`src/rtl/core/ihw_ram.sv`:
```
// Generic simple dual-port RAM with registered read.
`timescale 1ns / 1ps

module ihw_ram #(
  parameter int WIDTH = 16,
  parameter int DEPTH = 256
) (
  input  logic                     clk_i,
  input  logic                     we_i,
  input  logic [$clog2(DEPTH)-1:0] waddr_i,
  input  logic [WIDTH-1:0]         wdata_i,
  input  logic [$clog2(DEPTH)-1:0] raddr_i,
  output logic [WIDTH-1:0]         rdata_o
);

  logic [WIDTH-1:0] mem_q [DEPTH];

  always_ff @(posedge clk_i) begin
    if (we_i) begin
      mem_q[waddr_i] <= wdata_i;
    end
    rdata_o <= mem_q[raddr_i];
  end

endmodule

```
`config.mk`:
```
export PLATFORM = sky130hd
export DESIGN_NAME = ihw_ram
export DESIGN_NICKNAME = d
export VERILOG_FILES = /design/src/rtl/core/ihw_ram.sv
export SDC_FILE = /design/constraint.sdc
export NUM_CORES = 2
export LEC_CHECK = 0
export ABC_CLOCK_PERIOD_IN_PS = 2580
export BUFFER_PORTS_ARGS = -buffer_cell sky130_fd_sc_hd__buf_2
export CAP_MARGIN = 40
export CORE_UTILIZATION = 45
export CTS_CLUSTER_SIZE = 12
export DETAILED_ROUTE_END_ITERATION = 10
export PLACE_DENSITY = 0.6
export SETUP_SLACK_MARGIN = 0.05
export SLEW_MARGIN = 20
export SYNTH_ARGS = -nofsm -noshare
export SYNTH_HDL_FRONTEND = slang
export SYNTH_SLANG_ARGS = --single-unit
```
`constraint.sdc`:
```
create_clock -name clk_i -period 2.58 [get_ports clk_i]
set_input_delay 0.516 -clock clk_i [delete_from_list [all_inputs] [get_ports clk_i]]
set_output_delay 0.516 -clock clk_i [all_outputs]
set_load 0.01 [all_outputs]
```
==> impl_results.md <==
* Net Count, Synth at 7394
* Worst path required time at 3420 ps
* Hold crit path type: primary input to flop
* Synth Warn # at 0
* Shortest period the worst path allows at 2560 ps
* Initial antenna violation count at 24
* CP endpoint kind: flop
* FF+latch count, synth at 4112
* Critical Path AT at 3400 ps
* Layout cell share with drive strength beyond 1 at 30.95%
* Vias per cell at 6.061
* Pleak at 60.87 nW
* Post-Route Setup TNS at 0 ps
* H-tree lvl count at 5
* Unrepaired setup endpoints after global routing: yes
* Global Route Usage Sum at 24.24%
* Final hold vios at 0
* Maximum VDD drop at 0.0006502 V
* DR iter-0 viols at 9914
* Die area at 355100 µm²
* Worst setup margin at 19.52 ps
* Final #Nets at 8588
* Num rows at 217
* I/O pins at 50
* Final period util at 99.24%
* Clk_lat worst skew at 980 ps
* Dpl ws at -1151 ps
* FF-to-FF path depth at 6
* Fmax at 390.6 MHz
* Fraction of registers with async set or reset after synthesis at 0%
* Core area at 350200 µm²
* Relative slew slack at 40.26%
* Pin count of the biggest net entering global routing at 112
* Die span in x at 595.9 µm
* Mean area per synthesized cell at 21.56 µm²
* Post-synth top area share at 77.50%
* WHS Path Cells at 2
* Worst-path fanout max at 1
* Grt ovf at 0
* Post-synthesis cell type count at 52
* Leading register cell type out of synthesis: edfxtp_1
* CP startpoint kind: flop
* Cell mode on critical path: mux4_2
* Final Total Pwr at 137.3 mW
* Max cap viols at 0
* Die H at 595.9 µm
* Root Driver: clkbuf_16
* Worst Path Class, Setup: flop to flop
* Post-synthesis cell count at 7360
* Setup repair bufs after CTS at 0
* Vias at 81490
* Most frequent cells in the layout: edfxtp_1 (4096), buf_4 (820), mux4_2 (797)
* CTS tree: built
* Setup Viol. Count Final at 0
* Max incr delay on CP at 570 ps
* EDFF count, synth at 4096
* WL/cell at 32.29 µm
* CTS buffer count at 417
* Hold Slack at 43.22 ps
* Placer Congestion at 0.8766
* Commonest non-fill, non-tap cell in the layout: edfxtp_1
* Power density over cell area at 729.2 nW/µm²
* Buffers on Ports at 49
* First-pass GRT wire length at 614.6 mm
* Synth area leaders: edfxtp_1 (77%), mux4_2 (11%), mux2i_1 (3.6%), o221ai_1 (1.4%), nor2_1 (0.72%)
* Drt total wl at 434.1 mm
* Worst-Margin Slew at 889.2 ps
* Worst path cell trace: mux4_2, mux4_2, a22o_4, o32ai_4, buf_4, nor4_1
* DRT antenna net count at 0
* Initial Util at 45.31%
* Area Overhead vs Synth at 18.60%
* CTS clock-pin slew for the worst setup and hold paths at 60 ps
* Utilization after layout at 53.74%
* Drt pass-1 iters at 6
* Status: complete, no violations
* Dpl hpwl at 276.5 mm
* Max Root-Sink Buffers at 4
* Fin. max-slew vios at 0
* Vias in the first global route at 81790
* Worst path slowest cell: mux4_2
* Worst Skew at 57.66 ps
* Post-route DRC at 0
* Clk sinks at 4112
* Seq/Total Area, Yosys at 77.70%
* Yosys top cell by area: edfxtp_1
* Mapped Area at 158700 µm²
power by group:
group          leakage (nW)  total (mW)  internal, mW  switching [mW]
clock                  5.91        55.4          30.6            24.7
combinational          18.0        8.12          3.23            4.89
sequential             36.9        73.8          73.6           0.142
flip-flops by register name (all words and copies together), names as in the netlist:
register	count
mem_q	4096
rdata_o	16
timing repair:
| item | CTS | global route |
|---|---|---|
| hold buffers | 10 | 0 |
| pin swaps | 3 | 5 |
| gates cloned | 0 | 1 |
| resized for setup | 29 | 23 |
| endpoints found under the setup margin | 11 | 13 |
| hold endpoints to repair | 291 | 0 |
worst paths after layout:
kind / startpoint / endpoint / slack, ps
setup / recovery: mem_q[23][12] / rdata_o[12] / 20
hold / removal: wdata_i[3] / mem_q[245][3] / 40
setup reg to reg: mem_q[23][12] / rdata_o[12] / 20
hold reg to reg: mem_q[95][8] / rdata_o[8] / 1100
Yosys cell counts, types with 16 or more instances:
library cell,number
edfxtp_1,4096
o32ai_1,20
clkbuf_1,230
buf_2,76
a22oi_1,43
a211oi_1,18
nor3_1,92
nor4_1,17
mux4_2,797
buf_1,27
mux2i_1,565
a22o_1,32
mux2_2,88
o31ai_1,16
nand3_1,35
o22ai_1,148
o221ai_1,252
dfxtp_1,16
nor2_1,304
a21oi_1,175
o21ai_0,37
buf_4,26
buf_6,77
nand4_1,26
a221oi_1,28
nand2_1,38
kinds of logic after synthesis:
group	count (synthesis)	synth area share [%]
compound gates	786	3.537
flops	4112	77.70
simple gates	556	1.574
mux	1450	15.50
buf+inv	456	1.693
layout make-up:
cell class | instances | area, µm²
Multi-Input combinational cell | 2792 | 33220
Fill cell | 26580 | 162000
Timing Repair Buffer | 1227 | 13670
Sequential cell | 4112 | 123300
Clock inverter | 147 | 1071
Antenna cell | 16 | 40.04
Inverter | 4 | 27.53
Clock buffer | 548 | 11140
Tap cell | 4599 | 5754
per-stage QoR:
step | std cells | area, µm²
3_3_place_gp | 12720 | 175600
4_1_cts | 13430 | 188000
5_1_grt | 13440 | 188200
3_5_place_dp | 12720 | 175600
2_1_floorplan | 7360 | 158700
6_report | 13450 | 188200
worst max-delay path: cells and delay by family, from the launching register on:
kind / cells / cell delay [ps]
and+or+nand+nor: 1 / 40
muxes: 2 / 1090
buffers and inverters: 1 / 200
AOI/OAI and AO/OA: 2 / 730
DFF: 1 / 350
metal layers:
layer / wire, µm / GRT usage [%] / up-vias
li1: - / - / 33710
met1: 178000 / 34.52 / 43670
met2: 208000 / 39.12 / 3537
met3: 35900 / 4.192 / 575
met4: 12160 / 5.919 / 2
met5: 13 / 0 / -
Note: power is estimated with default switching activity, not from simulation.
