## config.mk

```make
export PLATFORM = sky130hd
export DESIGN_NAME = ihw_lift
export DESIGN_NICKNAME = d
export VERILOG_FILES = /design/src/rtl/core/ihw_pkg.sv /design/src/rtl/core/ihw_lift.sv
export SDC_FILE = /design/constraint.sdc
export NUM_CORES = 1
export LEC_CHECK = 0
export BUFFER_PORTS_ARGS = -buffer_cell sky130_fd_sc_hd__buf_2
export CAP_MARGIN = 20
export CORE_MARGIN = 1.5
export CORE_UTILIZATION = 27
export DETAILED_ROUTE_END_ITERATION = 10
export PLACE_DENSITY = 0.42
export SYNTH_ARGS = -nofsm -noshare
export SYNTH_HDL_FRONTEND = slang
export SYNTH_SLANG_ARGS = --single-unit
```

## constraint.sdc

```tcl
create_clock -name vclk -period 5.1
set_input_delay 0.51 -clock vclk [all_inputs]
set_output_delay 0.51 -clock vclk [all_outputs]
set_load 0.02 [all_outputs]
```

## src/rtl/core/ihw_pkg.sv

```systemverilog
// Shared types and constants for the inverse 2D Haar wavelet core.
`timescale 1ns / 1ps

package ihw_pkg;

  localparam int STORE_WORDS = 65536;
  localparam int ST_AW       = $clog2(STORE_WORDS);
  localparam int PTR_W       = ST_AW + 2;

  localparam logic [1:0] MODE_LOAD  = 2'd0;
  localparam logic [1:0] MODE_START = 2'd1;
  localparam logic [1:0] MODE_READ  = 2'd2;

  localparam logic [1:0] CFG_WIDTH  = 2'd0;
  localparam logic [1:0] CFG_HEIGHT = 2'd1;
  localparam logic [1:0] CFG_STRIDE = 2'd2;
  localparam logic [1:0] CFG_MAXV   = 2'd3;

  localparam logic [15:0] W14_LIMIT  = 16'h4000;
  localparam logic [15:0] HALF_RANGE = 16'h8000;

  typedef struct packed {
    logic [1:0]  mode;
    logic [15:0] word_address;
    logic [15:0] load_value;
  } ihw_in_t;

  typedef struct packed {
    logic [15:0] read_value;
    logic        status;
  } ihw_out_t;

endpackage

```

## src/rtl/core/ihw_lift.sv

```systemverilog
// Single Haar lifting step, 14-bit signed or modulo-65536 form.
`timescale 1ns / 1ps

module ihw_lift (
  input  logic        w14_i,
  input  logic [15:0] lo_i,
  input  logic [15:0] hi_i,
  output logic [15:0] a_o,
  output logic [15:0] b_o
);

  logic [15:0] half;
  logic [15:0] av;
  logic [15:0] bv;

  always_comb begin
    half = {hi_i[15], hi_i[15:1]};
    av   = lo_i + {15'd0, hi_i[0]} + half;
    bv   = lo_i - {1'b0, hi_i[15:1]};
    if (w14_i) begin
      a_o = av;
      b_o = av - hi_i;
    end else begin
      b_o = bv;
      a_o = hi_i + bv - ihw_pkg::HALF_RANGE;
    end
  end

endmodule

```

==> flow_summary.toml <==
[setup_path]
worstSetupPathType = "in2out"
cp_cell_sequence = "buf_2 -> inv_2 -> ha_4 -> inv_1 -> fa_2 -> a21oi_4 -> o21a_4 -> o21bai_2 -> a221o_1 -> a31oi_1 -> xnor2_1 -> ha_1 -> ha_4 -> nor3_4 -> o211ai_1 -> and3_1 -> or3_1 -> a31oi_2 -> xnor2_1 -> buf_4"
critPathBufInv = 4
crit_path_max_incr_delay_ps = 420
cp_max_fo = 3
cp_top_family = "compound AO/OA/AOI/OAI gates"
crit_required_ps = 4590
cp_slowest_cell = "fa_2"
crit_path_end_kind = "primary output"
arrival_ps = 4420
crit_path_start_kind = "input pin"

[layout]
drive_above_1_share_pct = 23.6
syn2layout_area_growth_pct = 21.2
final.clkbuf_count = 0
layout_commonest_cell = "ha_1"
fillers = 1282
fin_util_pct = 34.0
stdcell_count = 656
nFlopsAndLatches = 0
insertedDiodeCount = 0
fin_nets = 626
final-seq-area_um2 = 0
most-common-layout-cells = "ha_1, buf_2, a21oi_1"

[routing]
wl_per_cell_um = 15.3
vias = 3299
final_antenna_net_count = 0
viasPerCell = 5.03
drcViolationCount = 0
first_pass_iters = 9
wl_um = 10100
drt_iter0_markers = 218

[synth]
ys_seq_area_share_pct = 0
synth_adder_area_share_pct = 31.4
synth_top_family_by_area = "adder cells"
synth_area_per_cell_um2 = 7.30
synth_top_area_share_pct = 28.3
syn_inst = 442
yosysWarnings = 0
synth_area_leader_cell = "ha_1"
ys_types = 59
muxShareOfSynthArea_pct = 3.37
synth_xor_area_share_pct = 13.0
synth_compound_area_share_pct = 28.9
synth_nets = 553
synth-simple-area-share_pct = 16.7
synth_area_leaders = "ha_1, xnor2_1, a21oi_1"
synth_area_um2 = 3230

[floorplanning]
rows = 39
io_pins = 65
die_y_um = 112
die_area_um2 = 12600
die_w_um = 112
start_util_pct = 28.0
coreArea_um2 = 11500

[timing]
hold_viol = 0
fmax_mhz = 203
worstMarginPinSlew_ps = 597
setup_viol = 0
fin_crit_ps = 4930
period_share_pct = 96.7
rsz0062_at_grt = "yes"
maxSlewViolCount = 0
slew_headroom_pct = 59.9
fin_ws_ps = 170
tns_ps = 0

[power]
ir_drop_mv = 0.135
power_density_nw_per_um2 = 284
p_leak_nw = 1.94
total_power_mw = 1.11

[hold_path]
min-delay-start = "lo_i[15]"
min_path_type = "in2out"
hold_path_end = "b_o[15]"
hold_depth = 3

[job]
max_cap_viol_count = 0

[place]
gp_congestion = 0.825
placedCellCount = 652
dpl.hpwl_um = 8670
pre_cts_slack_ps = -116
port_buffers = 65

[global_routing]
overflow = 0
grt_usage_pct = 15.6
grt_pass1_vias = 3335
antenna_found_initial = 0
grt_max_degree = 27
grt_pass1_wl_um = 16300

[clock_tree]
holdBufCountCts = 0

[status]
status = "complete, no violations"
==> cell usage after synthesis (all sizes together) (8+ instances only) <==
cell / n
a21o: 17
a21oi: 47
a31oi: 8
ha: 73
inv: 39
nand2: 31
nor2: 33
o21ai: 32
o21bai: 10
xnor2: 30
xor2: 18
==> per-layer routing <==
metal  up-vias  track usage (%)  part of all wire (%)
met5         -                0                     0
met4         0            0.928                  0.66
met3         6            0.540                   3.4
met2        68             28.4                    47
met1      1512             21.6                    49
li1       1713                -                     -
==> cell families (layout without fill, tap and decap cells) <==
group                    count (synthesis)  count (layout)
AND/OR/NAND/NOR                        112             112
adder cells (fa/ha/maj)                 78              78
multiplexers                            10              10
AO/OA/AOI/OAI                          141             141
buffers and inverters                   53             124
XOR/XNOR                                48              48
==> power breakdown <==
part | switching [mW] | total [mW] | internal (mW)
clock | 0 | 0 | 0
combinational | 0.639 | 1.11 | 0.471
sequential | 0 | 0 | 0
==> metrics by stage <==
stage	cell area [µm²]	hold WS (ps)
6_report	3910	1330
3_5_place_dp	3780	1330
4_1_cts	3790	1330
3_3_place_gp	3780	1330
2_1_floorplan	3230	1150
5_1_grt	3910	1350
==> area by class of cell <==
| cell class | count | area (µm²) | share of cell area [%] |
|---|---|---|---|
| Multi-Input combinational cell | 389 | 3120 | 79.7 |
| Timing Repair Buffer | 83 | 463 | 11.8 |
| Tap cell | 143 | 179 | 4.57 |
| Inverter | 41 | 154 | 3.93 |
==> worst max path at each step <==
stage               startpoint       to  cells past startpoint
global placement       lo_i[0]  a_o[15]                     20
global route           hi_i[5]  b_o[15]                     20
floorplan              lo_i[0]  a_o[15]                     18
detailed placement     lo_i[0]  a_o[15]                     20
finish                 lo_i[0]  a_o[15]                     20
CTS                    lo_i[0]  a_o[15]                     20
==> repair_timing <==
item,4_1_cts,5_1_grt
setup buffers,1,3
pin swaps,3,15
resized for setup,2,23
endpoints found under the setup margin,1,4
(Power assumes the default switching activity.)
